==> src/rtl/top_k_score_selector_macros.svh <==
// Assertion macros for the top-k score selector.
// Included by the top level; no other dependencies.
`ifndef TOP_K_SCORE_SELECTOR_MACROS_SVH
`define TOP_K_SCORE_SELECTOR_MACROS_SVH
`ifndef NO_ASSERTIONS
// same-cycle implication
`define TKS_ASSERT_NOW(label, clk, rst, ante, cons) \
   label: assert property (@(posedge clk) disable iff (rst) (ante) |-> (cons)) \
      else $error("tks assertion failed");
// next-cycle implication
`define TKS_ASSERT_NEXT(label, clk, rst, ante, cons) \
   label: assert property (@(posedge clk) disable iff (rst) (ante) |=> (cons)) \
      else $error("tks assertion failed");
`else
`define TKS_ASSERT_NOW(label, clk, rst, ante, cons)
`define TKS_ASSERT_NEXT(label, clk, rst, ante, cons)
`endif
`endif

==> src/rtl/tks_pkg.sv <==
// Package for the top-k score selector: constants, types, score helpers.
// No dependencies.
`timescale 1ns / 1ps
package tks_pkg;

   localparam int MAX_K_DEF = 64;
   localparam int MAX_N_DEF = 4096;
   localparam int SCORE_W   = 32;
   localparam int K_W       = 7;
   localparam int OUT_IDX_W = 12;
   localparam logic [K_W-1:0] K_RESET = 7'd64;

   typedef enum logic [2:0] {
      BK_IDLE,
      BK_SCAN,
      BK_DECIDE,
      BK_ESCAN,
      BK_EMIT
   } back_state_type;

   // status of the back end, seen by the top level
   typedef struct packed {
      logic busy;
      logic emitting;
   } back_status_type;

   // +0 and -0 fold together
   function automatic logic [SCORE_W-1:0] fold_zero(input logic [SCORE_W-1:0] b);
      logic [SCORE_W-1:0] r;
      r = (b[30:0] == 31'd0) ? '0 : b;
      return r;
   endfunction

   // monotone unsigned key: larger key means larger score
   function automatic logic [SCORE_W-1:0] order_key(input logic [SCORE_W-1:0] b);
      logic [SCORE_W-1:0] r;
      r = b[31] ? ~b : (b | 32'h8000_0000);
      return r;
   endfunction

   // NaN or negative infinity is never scored
   function automatic logic is_skipped(input logic [SCORE_W-1:0] b);
      logic nan;
      nan = (b[30:23] == 8'hFF) && (b[22:0] != 23'd0);
      return nan || (b == 32'hFF80_0000);
   endfunction

endpackage

==> src/rtl/tks_if.sv <==
// Handshake interfaces for the score word and result word channels.
// No dependencies.
`timescale 1ns / 1ps
interface tks_req_if;
   logic        valid;
   logic        ready;
   logic [31:0] score_bits;
   logic        last_item;
   modport source (output valid, score_bits, last_item, input ready);
   modport sink   (input valid, score_bits, last_item, output ready);
endinterface

interface tks_rsp_if;
   logic        valid;
   logic        ready;
   logic [11:0] selected_index;
   logic [6:0]  selected_total;
   logic        final_result;
   logic        none_selected;
   logic        stream_overflow;
   modport source (output valid, selected_index, selected_total, final_result,
                   none_selected, stream_overflow, input ready);
   modport sink   (input valid, selected_index, selected_total, final_result,
                   none_selected, stream_overflow, output ready);
endinterface

==> src/rtl/top_k_score_selector.sv <==
// Streaming top-k score selector. A scored word runs a scan in the back end (one slot
// memory read per cycle to find a free or worst slot); skipped words need no scan.
// At the last word each result word is found by an index-order scan over the slot
// memory; an empty result needs no scan. Two-entry queue.
// Synchronous active-high reset clears the slot valid bits, counters and k to 64.
`timescale 1ns / 1ps
`include "top_k_score_selector_macros.svh"
module top_k_score_selector import tks_pkg::*; #(
   parameter int MAX_K = MAX_K_DEF,
   parameter int MAX_N = MAX_N_DEF
) (
   input  logic           clock,
   input  logic           reset,
   input  logic           csr_write_en,
   input  logic [K_W-1:0] csr_write_data,
   tks_req_if.sink        req_if,
   tks_rsp_if.source      rsp_if
);
   localparam int IDX_W = $clog2(MAX_N);
   localparam int Q_W   = SCORE_W + IDX_W + 3;

   logic           push_valid, push_ready, pop_valid, pop_ready;
   logic [Q_W-1:0] push_data, pop_data;
   back_status_type back_status;

   tks_front #(.MAX_N(MAX_N), .IDX_W(IDX_W)) u_front (
      .clock, .reset, .req_if,
      .push_valid, .push_ready, .push_data
   );

   tks_fifo #(.WIDTH(Q_W), .DEPTH(2)) u_fifo (
      .clock, .reset,
      .push_valid, .push_ready, .push_data,
      .pop_valid, .pop_ready, .pop_data
   );

   tks_back #(.MAX_K(MAX_K), .IDX_W(IDX_W)) u_back (
      .clock, .reset, .csr_write_en, .csr_write_data,
      .pop_valid, .pop_ready, .pop_data,
      .rsp_if, .status(back_status)
   );

   // checks
   `TKS_ASSERT_NOW(a_none_is_final, clock, reset, rsp_if.valid && rsp_if.none_selected, rsp_if.final_result && rsp_if.selected_total == 7'd0)
   `TKS_ASSERT_NOW(a_pop_only_idle, clock, reset, pop_valid && pop_ready, !back_status.busy)
   `TKS_ASSERT_NOW(a_emit_busy, clock, reset, back_status.emitting, back_status.busy)
   `TKS_ASSERT_NEXT(a_reset_quiet, clock, 1'b0, reset, !rsp_if.valid && !back_status.busy)
endmodule

==> src/rtl/tks_front.sv <==
// Front end: accepts score words, counts positions, classifies each word.
// Depends on tks_pkg and tks_if.
`timescale 1ns / 1ps
module tks_front import tks_pkg::*; #(
   parameter int MAX_N = MAX_N_DEF,
   parameter int IDX_W = $clog2(MAX_N)
) (
   input  logic                     clock,
   input  logic                     reset,
   tks_req_if.sink                  req_if,
   output logic                     push_valid,
   input  logic                     push_ready,
   output logic [SCORE_W+IDX_W+2:0] push_data
);
   localparam int POS_W = $clog2(MAX_N + 1);

   logic [POS_W-1:0] pos_ff, pos_in;
   logic             ovf_ff, ovf_in;
   logic             accept, in_range, scoreable;
   logic [SCORE_W-1:0] bits;

   assign req_if.ready = push_ready;
   assign push_valid   = req_if.valid;
   assign accept       = req_if.valid && push_ready;

   // classify the word
   assign in_range  = pos_ff < POS_W'(MAX_N);
   assign bits      = fold_zero(req_if.score_bits);
   assign scoreable = in_range && !is_skipped(bits);
   assign push_data = {order_key(bits), pos_ff[IDX_W-1:0], scoreable,
                       req_if.last_item, ovf_ff || !in_range};

   // position counter saturates; last word starts a new stream
   always_comb begin
      pos_in = pos_ff;
      ovf_in = ovf_ff;
      if (accept) begin
         if (req_if.last_item) begin
            pos_in = '0;
            ovf_in = 1'b0;
         end else if (in_range) begin
            pos_in = pos_ff + 1'b1;
         end else begin
            ovf_in = 1'b1;
         end
      end
   end

   always_ff @(posedge clock) begin
      if (reset) begin
         pos_ff <= '0;
         ovf_ff <= 1'b0;
      end else begin
         pos_ff <= pos_in;
         ovf_ff <= ovf_in;
      end
   end
endmodule

==> src/rtl/tks_fifo.sv <==
// Small queue between the front and back ends.
// Depends on tks_pkg.
`timescale 1ns / 1ps
module tks_fifo import tks_pkg::*; #(
   parameter int WIDTH = SCORE_W,
   parameter int DEPTH = 2
) (
   input  logic             clock,
   input  logic             reset,
   input  logic             push_valid,
   output logic             push_ready,
   input  logic [WIDTH-1:0] push_data,
   output logic             pop_valid,
   input  logic             pop_ready,
   output logic [WIDTH-1:0] pop_data
);
   localparam int PTR_W = (DEPTH > 1) ? $clog2(DEPTH) : 1;
   localparam int CNT_W = $clog2(DEPTH + 1);

   logic [WIDTH-1:0] slot_ff [DEPTH];
   logic [PTR_W-1:0] wr_ff, wr_in, rd_ff, rd_in;
   logic [CNT_W-1:0] cnt_ff, cnt_in;
   logic             push, pop;

   assign push_ready = cnt_ff != CNT_W'(DEPTH);
   assign pop_valid  = cnt_ff != '0;
   assign pop_data   = slot_ff[rd_ff];
   assign push       = push_valid && push_ready;
   assign pop        = pop_valid && pop_ready;

   // pointer and fill count update
   always_comb begin
      wr_in  = wr_ff;
      rd_in  = rd_ff;
      cnt_in = cnt_ff;
      if (push) wr_in = (wr_ff == PTR_W'(DEPTH - 1)) ? '0 : wr_ff + 1'b1;
      if (pop)  rd_in = (rd_ff == PTR_W'(DEPTH - 1)) ? '0 : rd_ff + 1'b1;
      if (push && !pop) cnt_in = cnt_ff + 1'b1;
      else if (pop && !push) cnt_in = cnt_ff - 1'b1;
   end

   always_ff @(posedge clock) begin
      if (reset) begin
         wr_ff  <= '0;
         rd_ff  <= '0;
         cnt_ff <= '0;
      end else begin
         wr_ff  <= wr_in;
         rd_ff  <= rd_in;
         cnt_ff <= cnt_in;
      end
   end

   always_ff @(posedge clock) begin
      if (push) slot_ff[wr_ff] <= push_data;
   end
endmodule

==> src/rtl/tks_back.sv <==
// Back end: slot store, worst-entry and next-index scans, result register.
// Depends on tks_pkg and tks_if.
`timescale 1ns / 1ps
module tks_back import tks_pkg::*; #(
   parameter int MAX_K = MAX_K_DEF,
   parameter int IDX_W = 12
) (
   input  logic                     clock,
   input  logic                     reset,
   input  logic                     csr_write_en,
   input  logic [K_W-1:0]           csr_write_data,
   input  logic                     pop_valid,
   output logic                     pop_ready,
   input  logic [SCORE_W+IDX_W+2:0] pop_data,
   tks_rsp_if.source                rsp_if,
   output back_status_type          status
);
   localparam int SLOT_W = (MAX_K > 1) ? $clog2(MAX_K) : 1;
   localparam int CNT_W  = $clog2(MAX_K + 1);
   localparam int MEM_W  = SCORE_W + IDX_W;

   back_state_type state_ff, state_in;

   // slot store: key and index in memory, valid bits in flops
   logic [MEM_W-1:0]  mem [MAX_K];
   logic [MEM_W-1:0]  rd_data_ff;
   logic [SLOT_W-1:0] rd_addr;
   logic              wr_en;
   logic [SLOT_W-1:0] wr_addr;
   logic [MAX_K-1:0]  valid_ff, valid_in;
   logic [CNT_W-1:0]  count_ff, count_in;
   logic [K_W-1:0]    k_ff;
   logic [K_W-1:0]    limit;

   // current command
   logic [SCORE_W-1:0] ckey_ff;
   logic [IDX_W-1:0]   cidx_ff;
   logic               clast_ff, covf_ff;

   // scan control and candidate
   logic [SLOT_W:0]    issue_ff, issue_in;
   logic               proc_ff, proc_in;
   logic [SLOT_W-1:0]  pslot_ff;
   logic               scan_done;
   logic               free_found_ff, free_found_in;
   logic [SLOT_W-1:0]  free_slot_ff, free_slot_in;
   logic               cand_ff, cand_in;
   logic [SLOT_W-1:0]  cand_slot_ff, cand_slot_in;
   logic [SCORE_W-1:0] cand_key_ff, cand_key_in;
   logic [IDX_W-1:0]   cand_idx_ff, cand_idx_in;
   logic               first_ff, first_in;
   logic [IDX_W-1:0]   prev_idx_ff, prev_idx_in;
   logic [CNT_W-1:0]   emitted_ff, emitted_in;

   // result register
   logic                 rv_ff, rv_in;
   logic [OUT_IDX_W-1:0] r_index_ff, r_index_in;
   logic [K_W-1:0]       r_total_ff, r_total_in;
   logic                 r_final_ff, r_final_in, r_none_ff, r_none_in, r_ovf_ff, r_ovf_in;

   logic [SCORE_W-1:0] pkey;
   logic [IDX_W-1:0]   pidx;
   logic               pvalid, take, out_free, is_final, replace;

   assign limit     = (k_ff > K_W'(MAX_K)) ? K_W'(MAX_K) : k_ff;
   assign pkey      = rd_data_ff[MEM_W-1:IDX_W];
   assign pidx      = rd_data_ff[IDX_W-1:0];
   assign pvalid    = valid_ff[pslot_ff];
   assign scan_done = proc_ff && (pslot_ff == SLOT_W'(MAX_K - 1));
   assign out_free  = !rv_ff || rsp_if.ready;
   assign take      = pop_valid && pop_ready;
   assign is_final  = (count_ff == '0) || (emitted_ff + 1'b1 == count_ff);
   assign replace   = cand_ff && ((cand_key_ff < ckey_ff) ||
                      ((cand_key_ff == ckey_ff) && (cand_idx_ff > cidx_ff)));

   // next state
   always_comb begin
      state_in = state_ff;
      unique case (state_ff)
         BK_IDLE: begin
            if (pop_valid) begin
               if (pop_data[2]) state_in = BK_SCAN;
               else if (pop_data[1]) state_in = (count_ff == '0) ? BK_EMIT : BK_ESCAN;
            end
         end
         BK_SCAN:   if (scan_done) state_in = BK_DECIDE;
         BK_DECIDE: begin
            if (clast_ff) state_in = (count_in == '0) ? BK_EMIT : BK_ESCAN;
            else state_in = BK_IDLE;
         end
         BK_ESCAN:  if (scan_done) state_in = BK_EMIT;
         BK_EMIT:   if (out_free) state_in = is_final ? BK_IDLE : BK_ESCAN;
         default:   state_in = BK_IDLE;
      endcase
   end

   // outputs of the state machine
   always_comb begin
      pop_ready       = (state_ff == BK_IDLE);
      status.busy     = (state_ff != BK_IDLE);
      status.emitting = (state_ff == BK_ESCAN) || (state_ff == BK_EMIT);
   end

   // datapath next values
   always_comb begin
      issue_in      = issue_ff;
      proc_in       = 1'b0;
      rd_addr       = issue_ff[SLOT_W-1:0];
      free_found_in = free_found_ff;
      free_slot_in  = free_slot_ff;
      cand_in       = cand_ff;
      cand_slot_in  = cand_slot_ff;
      cand_key_in   = cand_key_ff;
      cand_idx_in   = cand_idx_ff;
      first_in      = first_ff;
      prev_idx_in   = prev_idx_ff;
      emitted_in    = emitted_ff;
      valid_in      = valid_ff;
      count_in      = count_ff;
      wr_en         = 1'b0;
      wr_addr       = free_slot_ff;
      rv_in         = rv_ff && !rsp_if.ready;
      r_index_in    = r_index_ff;
      r_total_in    = r_total_ff;
      r_final_in    = r_final_ff;
      r_none_in     = r_none_ff;
      r_ovf_in      = r_ovf_ff;

      // issue reads while scanning
      if ((state_ff == BK_SCAN || state_ff == BK_ESCAN) && issue_ff < (SLOT_W+1)'(MAX_K)) begin
         issue_in = issue_ff + 1'b1;
         proc_in  = 1'b1;
      end

      // fold in one slot per cycle
      if (proc_ff && state_ff == BK_SCAN) begin
         if (!pvalid) begin
            if (!free_found_ff && (K_W'(pslot_ff) < limit)) begin
               free_found_in = 1'b1;
               free_slot_in  = pslot_ff;
            end
         end else if (!cand_ff || (pkey < cand_key_ff) ||
                      ((pkey == cand_key_ff) && (pidx > cand_idx_ff))) begin
            cand_in      = 1'b1;
            cand_slot_in = pslot_ff;
            cand_key_in  = pkey;
            cand_idx_in  = pidx;
         end
      end
      if (proc_ff && state_ff == BK_ESCAN && pvalid && (first_ff || pidx > prev_idx_ff) &&
          (!cand_ff || pidx < cand_idx_ff)) begin
         cand_in     = 1'b1;
         cand_idx_in = pidx;
      end

      // new command: restart the scan
      if (state_ff == BK_IDLE && take) begin
         issue_in      = '0;
         free_found_in = 1'b0;
         cand_in       = 1'b0;
         first_in      = 1'b1;
         emitted_in    = '0;
      end

      // place the score
      if (state_ff == BK_DECIDE) begin
         if (free_found_ff) begin
            wr_en                  = 1'b1;
            valid_in[free_slot_ff] = 1'b1;
            count_in               = count_ff + 1'b1;
         end else if (replace) begin
            wr_en   = 1'b1;
            wr_addr = cand_slot_ff;
         end
         issue_in = '0;
         cand_in  = 1'b0;
      end

      // load one result word; an empty selection reports index zero
      if (state_ff == BK_EMIT && out_free) begin
         rv_in       = 1'b1;
         r_index_in  = (count_ff == '0) ? '0 : OUT_IDX_W'(cand_idx_ff);
         r_total_in  = K_W'(count_ff);
         r_final_in  = is_final;
         r_none_in   = (count_ff == '0);
         r_ovf_in    = covf_ff;
         prev_idx_in = cand_idx_ff;
         first_in    = 1'b0;
         emitted_in  = emitted_ff + 1'b1;
         issue_in    = '0;
         cand_in     = 1'b0;
         if (is_final) begin
            valid_in = '0;
            count_in = '0;
         end
      end
   end

   always_ff @(posedge clock) begin
      if (reset) begin
         state_ff      <= BK_IDLE;
         k_ff          <= K_RESET;
         valid_ff      <= '0;
         count_ff      <= '0;
         issue_ff      <= '0;
         proc_ff       <= 1'b0;
         free_found_ff <= 1'b0;
         cand_ff       <= 1'b0;
         first_ff      <= 1'b1;
         emitted_ff    <= '0;
         rv_ff         <= 1'b0;
      end else begin
         state_ff      <= state_in;
         if (csr_write_en) k_ff <= csr_write_data;
         valid_ff      <= valid_in;
         count_ff      <= count_in;
         issue_ff      <= issue_in;
         proc_ff       <= proc_in;
         free_found_ff <= free_found_in;
         cand_ff       <= cand_in;
         first_ff      <= first_in;
         emitted_ff    <= emitted_in;
         rv_ff         <= rv_in;
      end
   end

   // payload registers
   always_ff @(posedge clock) begin
      pslot_ff     <= rd_addr;
      free_slot_ff <= free_slot_in;
      cand_slot_ff <= cand_slot_in;
      cand_key_ff  <= cand_key_in;
      cand_idx_ff  <= cand_idx_in;
      prev_idx_ff  <= prev_idx_in;
      r_index_ff   <= r_index_in;
      r_total_ff   <= r_total_in;
      r_final_ff   <= r_final_in;
      r_none_ff    <= r_none_in;
      r_ovf_ff     <= r_ovf_in;
      if (take) begin
         ckey_ff  <= pop_data[SCORE_W+IDX_W+2:IDX_W+3];
         cidx_ff  <= pop_data[IDX_W+2:3];
         clast_ff <= pop_data[1];
         covf_ff  <= pop_data[0];
      end
   end

   // slot memory, one write and one registered read port
   always_ff @(posedge clock) begin
      if (wr_en) mem[wr_addr] <= {ckey_ff, cidx_ff};
      rd_data_ff <= mem[rd_addr];
   end

   assign rsp_if.valid           = rv_ff;
   assign rsp_if.selected_index  = r_index_ff;
   assign rsp_if.selected_total  = r_total_ff;
   assign rsp_if.final_result    = r_final_ff;
   assign rsp_if.none_selected   = r_none_ff;
   assign rsp_if.stream_overflow = r_ovf_ff;
endmodule
==> src/flat_wrapper.sv <==
// flat-port wrapper written by rule: the top's interface ports become plain ports
module top_k_score_selector_flat import tks_pkg::*;
#(
   parameter int MAX_K = MAX_K_DEF,
   parameter int MAX_N = MAX_N_DEF
)
  (clock, reset, csr_write_en, csr_write_data, req_if_valid, req_if_score_bits, req_if_last_item, req_if_ready, rsp_if_valid, rsp_if_selected_index, rsp_if_selected_total, rsp_if_final_result, rsp_if_none_selected, rsp_if_stream_overflow, rsp_if_ready);
  tks_req_if req_if_i ();
  tks_rsp_if rsp_if_i ();
  input  logic clock;
  input  logic reset;
  input  logic csr_write_en;
  input  logic [K_W-1:0] csr_write_data;
  input wire logic [$bits(req_if_i.valid)-1:0] req_if_valid;
  input wire logic [$bits(req_if_i.score_bits)-1:0] req_if_score_bits;
  input wire logic [$bits(req_if_i.last_item)-1:0] req_if_last_item;
  output wire logic [$bits(req_if_i.ready)-1:0] req_if_ready;
  output wire logic [$bits(rsp_if_i.valid)-1:0] rsp_if_valid;
  output wire logic [$bits(rsp_if_i.selected_index)-1:0] rsp_if_selected_index;
  output wire logic [$bits(rsp_if_i.selected_total)-1:0] rsp_if_selected_total;
  output wire logic [$bits(rsp_if_i.final_result)-1:0] rsp_if_final_result;
  output wire logic [$bits(rsp_if_i.none_selected)-1:0] rsp_if_none_selected;
  output wire logic [$bits(rsp_if_i.stream_overflow)-1:0] rsp_if_stream_overflow;
  input wire logic [$bits(rsp_if_i.ready)-1:0] rsp_if_ready;
  assign req_if_i.valid = req_if_valid;
  assign req_if_i.score_bits = req_if_score_bits;
  assign req_if_i.last_item = req_if_last_item;
  assign req_if_ready = req_if_i.ready;
  assign rsp_if_valid = rsp_if_i.valid;
  assign rsp_if_selected_index = rsp_if_i.selected_index;
  assign rsp_if_selected_total = rsp_if_i.selected_total;
  assign rsp_if_final_result = rsp_if_i.final_result;
  assign rsp_if_none_selected = rsp_if_i.none_selected;
  assign rsp_if_stream_overflow = rsp_if_i.stream_overflow;
  assign rsp_if_i.ready = rsp_if_ready;
  top_k_score_selector #(.MAX_K(MAX_K), .MAX_N(MAX_N)) u_core (.clock(clock), .reset(reset), .csr_write_en(csr_write_en), .csr_write_data(csr_write_data), .req_if(req_if_i), .rsp_if(rsp_if_i));
endmodule
==> config.mk <==
export PLATFORM = sky130hd
export DESIGN_NAME = top_k_score_selector_flat
export DESIGN_NICKNAME = d
export VERILOG_FILES = /design/src/rtl/tks_pkg.sv /design/src/rtl/tks_if.sv /design/src/rtl/top_k_score_selector.sv /design/src/rtl/tks_front.sv /design/src/rtl/tks_fifo.sv /design/src/rtl/tks_back.sv /design/src/flat_wrapper.sv
export VERILOG_INCLUDE_DIRS = /design/src /design/src/rtl
export SDC_FILE = /design/constraint.sdc
export NUM_CORES = 2
export LEC_CHECK = 0
export BUFFER_PORTS_ARGS = -buffer_cell sky130_fd_sc_hd__buf_4
export CORE_ASPECT_RATIO = 0.9
export CORE_UTILIZATION = 59
export DETAILED_ROUTE_END_ITERATION = 12
export PLACE_DENSITY_LB_ADDON = 0.3
export SETUP_SLACK_MARGIN = 0.1
export SKIP_CTS_REPAIR_TIMING = 1
export SLEW_MARGIN = 25
export SYNTH_ARGS = -nofsm -noshare
export SYNTH_HDL_FRONTEND = slang
export SYNTH_SLANG_ARGS = --single-unit
==> constraint.sdc <==
create_clock -name clock -period 7.05 [get_ports clock]
set_clock_uncertainty 0.05 [all_clocks]
set_input_delay 0.3525 -clock clock [delete_from_list [all_inputs] [get_ports clock]]
set_output_delay 0.3525 -clock clock [all_outputs]
set_load 0.01 [all_outputs]
==> run summary <==
Place WS: 2.20 ns
Initial Util: 59.4%
Internal power: 35.3 mW
Storage cell area: 94900 um2
Post-Synthesis Net Count: 5642
Largest net degree at the start of global routing: 122
Period utilization: 70.1%
# IOs: 69
Worst Hold Class: in2reg
Worst-path fanout max: 24
CP required: 7.55 ns
GPL Wtd Cong: 0.948
Clk sinks: 3215
Slowest cell on crit path: nor3_1
Chip width: 486 um
Crit-path cells: ha_1, nand4_1, nor3_1, nor4_1, buf_4, o41ai_2, o31a_1, buf_4, o21ai_1, buf_4, a21oi_4, buf_4
Synth Area per Inst: 22.6 um2
Worst skew pair latency: 0.95 ns
Worst setup SP type: register
Crit path DAT: 5.45 ns
Routed len/inst: 36.0 um
Total GRT Usage: 30.2%
Fillers: 12500
Worst slew pin tran: 1.07 ns
CP max stage delay: 0.77 ns
Antenna-violating nets left: 0
P_sw: 12.8 mW
Synthesis-stage register bit count: 3215
Synth warn: 0
Dpl hpwl: 177 mm
Total CTS buffers: 317
Area after DPL: 130000 um2
Layout cells sized above 1: 28.8%
Fin Setup TNS: 0 ns
DIE AREA: 212000 um2
Total grt overflow: 0
Reg clk slew, reported paths: 0.06 ns
Unrepaired setup endpoints after global routing: no
Most common flop cell mapped by yosys: edfxtp_1
Final setup viols: 0
Worst setup EP type: register
Share of the core filled with cells: 67.0%
Slew Limit Fails: 0
Max Cap Viol: 0
H-tree levels: 5
First-pass GRT wire length: 448 mm
Design Area, Final: 140000 um2
Multi-input logic area: 28300 um2
Most used cell, CP: buf_4
Crit-path leading delay family: compound AO/OA/AOI/OAI gates
Die Ht: 437 um
Setup WS post-layout: 2.11 ns
Vias per inst: 6.93
Ys async rst share: 0%
Final nets: 5991
Sequential share of power: 48.9%
Number of global-route vias before repair: 59700
Final hold violations: 1
Final Non-Filler Cells: 8827
Buffer and inverter count on the worst path: 4
TritonRoute pass-1 iters: 6
Status: complete, but fails checks
Clock Tree Buf Depth: 4
Seq/Total Area, Yosys: 76.4%
Fmax: 202 MHz
Area Overhead vs Synth: 12.7%
Combinational Power Share: 17.5%
VDD IR max: 0.295 mV
CORE AREA: 209000 um2
Post-synth EDFFs: 3046
Power density of the placed cells: 344 nW/um2
Port Buf Inserts: 68
P_leak: 43.2 nW
Clock share of power: 33.6%
Via count: 61200
Rows: 159
Synth Instances: 5485
Min Clock Period, post-route: 4.94 ns
Mapped cell area: 124000 um2
Sw Share: 26.6%
Initial antenna violation count: 37
# DRC: 0
Crit path kind: reg2reg
Initial DRC count: 9495
Dpl cells: 8197
Max-slew headroom: 28.5%
Root buf cell: clkbuf_16
Drt total wl: 318 mm
Failing checks: negative hold slack
Hold slack: -0.0303 ns
CTS tree: yes
Final Power: 48.1 mW
Post-synth cell types: 73
[Yosys cell counts (4+ instances only)]
| cell type | instances | area (um2) |
|---|---|---|
| a211oi_1 | 5 | 37.5 |
| a21o_1 | 19 | 143 |
| a21oi_1 | 134 | 671 |
| a22oi_1 | 53 | 398 |
| a31oi_1 | 5 | 31.3 |
| and2_1 | 4 | 25.0 |
| and3_1 | 17 | 106 |
| and4_1 | 6 | 52.6 |
| buf_1 | 18 | 67.6 |
| buf_2 | 36 | 180 |
| clkbuf_1 | 213 | 800 |
| dfxtp_1 | 169 | 3380 |
| edfxtp_1 | 3046 | 91500 |
| ha_1 | 112 | 1400 |
| inv_1 | 113 | 424 |
| inv_2 | 4 | 15.0 |
| mux2_2 | 46 | 518 |
| mux2i_1 | 14 | 140 |
| mux4_1 | 15 | 394 |
| mux4_2 | 930 | 20900 |
| nand2_1 | 47 | 176 |
| nand2b_1 | 10 | 62.6 |
| nand3_1 | 29 | 145 |
| nand4_1 | 37 | 231 |
| nand4b_1 | 7 | 61.3 |
| nor2_1 | 165 | 619 |
| nor2b_1 | 19 | 119 |
| nor3_1 | 21 | 105 |
| nor3b_1 | 6 | 45.0 |
| nor4_1 | 10 | 62.6 |
| o211ai_1 | 8 | 60.1 |
| o21a_1 | 4 | 30.0 |
| o21ai_0 | 28 | 140 |
| o21ai_1 | 16 | 80.1 |
| or3_1 | 10 | 62.6 |
| or4_1 | 6 | 45.0 |
| xnor2_1 | 36 | 315 |
| xor2_1 | 18 | 158 |
[state kept, by name, summed over array words and instances, names as in the netlist, 7 cells and up, named ones only]
| register | flops |
|---|---|
| u_core.u_back.mem | 2816 |
| u_core.u_back.rsp_if.selected_index | 12 |
| u_core.u_back.issue_ff | 7 |
| u_core.u_front.pos_ff | 13 |
| u_core.u_back.rd_data_ff | 44 |
| u_core.u_back.cand_idx_ff | 12 |
| u_core.u_back.count_ff | 7 |
| u_core.u_back.emitted_ff | 7 |
| u_core.u_back.ckey_ff | 32 |
| u_core.u_back.prev_idx_ff | 12 |
| u_core.u_back.rsp_if.selected_total | 7 |
| u_core.u_back.cand_key_ff | 32 |
| u_core.u_back.valid_ff | 64 |
| u_core.u_back.k_ff | 7 |
| u_core.u_fifo.slot_ff | 94 |
| u_core.u_back.cidx_ff | 12 |
[layout by cell type (no fill, tap or decap), drive strengths merged, types with 5 or more instances in the layout]
cell type and count:
and3 17, a21o 19, dfxtp 169, inv 126
nand2 47, nand4 37, bufinv 18, o21ai 45
or4 6, nor2b 19, and4 6, diode 18
clkbuf 399, mux2 46, xnor2 36, a22oi 53
or3 10, nor4 10, nor2 166, mux2i 14
nor3b 6, a21oi 134, xor2 18, buf 245
o211ai 8, ha 112, nor3 21, a31oi 5
dlygate4sd3 54, nand3 29, mux4 945, a211oi 6
nand4b 7, edfxtp 3046, nand2b 10, clkinv 127
[kinds of logic (layout without fill, tap and decap cells)]
kind of cell | after synthesis | count (layout) | synth area share, %
DFF | 3215 | 3215 | 76.4
and+or+nand+nor | 409 | 409 | 1.65
xor gates and xnor gates | 55 | 55 | 0.399
muxes | 1005 | 1005 | 17.7
buffers and inverters | 386 | 973 | 1.22
other | 0 | 18 | 0
adders and majority gates | 112 | 112 | 1.13
AOI/OAI and AO/OA | 303 | 303 | 1.50
[worst min-delay path, delay by kind of cell]
family | cells | cell delay [ns]
AO/OA/AOI/OAI | 2 | 0.28
AND/OR/NAND/NOR | 1 | 0.17
buffers and inverters | 1 | 0.09
[per-layer routing]
layer | vias up | GRT usage, % | routed length (um)
li1 | 23900 | - | -
met1 | 32400 | 44.3 | 120000
met2 | 4293 | 45.4 | 148000
met3 | 575 | 7.54 | 39500
met4 | 20 | 9.57 | 10600
met5 | - | 0 | 142
[power groups by stage]
stage	sequential (mW)	clock (mW)	combinational, mW
global route	23.5	17.0	8.75
CTS	23.5	16.3	8.34
floorplan	24.7	0	4.04
finish	23.5	16.2	8.42
global placement	23.9	0	8.05
detailed placement	23.9	0	8.25
[area by class of cell]
cell class,instances,area share [%]
Inverter,117,0.314
Timing Repair Buffer,299,2.24
Clock inverter,158,0.865
Sequential cell,3215,67.8
Multi-Input combinational cell,1884,20.2
Antenna cell,18,0.0322
Clock buffer,399,6.09
Tap cell,2737,2.45
[final timing paths]
path              depth (start not counted)                                    start                                             end  slack (ns)
setup / recovery                         12  u_core.u_back.cand_idx_ff[10]$_DFFE_PP_             u_core.u_back.mem[24][39]$_DFFE_PP_        2.11
hold / removal                            4                             req_if_valid           u_core.u_front.pos_ff[2]$_SDFFE_PP0P_       -0.03
setup reg to reg                         12  u_core.u_back.cand_idx_ff[10]$_DFFE_PP_             u_core.u_back.mem[24][39]$_DFFE_PP_        2.11
hold reg to reg                           0          u_core.u_back.covf_ff$_DFFE_PP_  u_core.u_back.rsp_if.stream_overflow$_DFFE_PP_        0.39
Note: power is estimated with default switching activity, not from simulation.
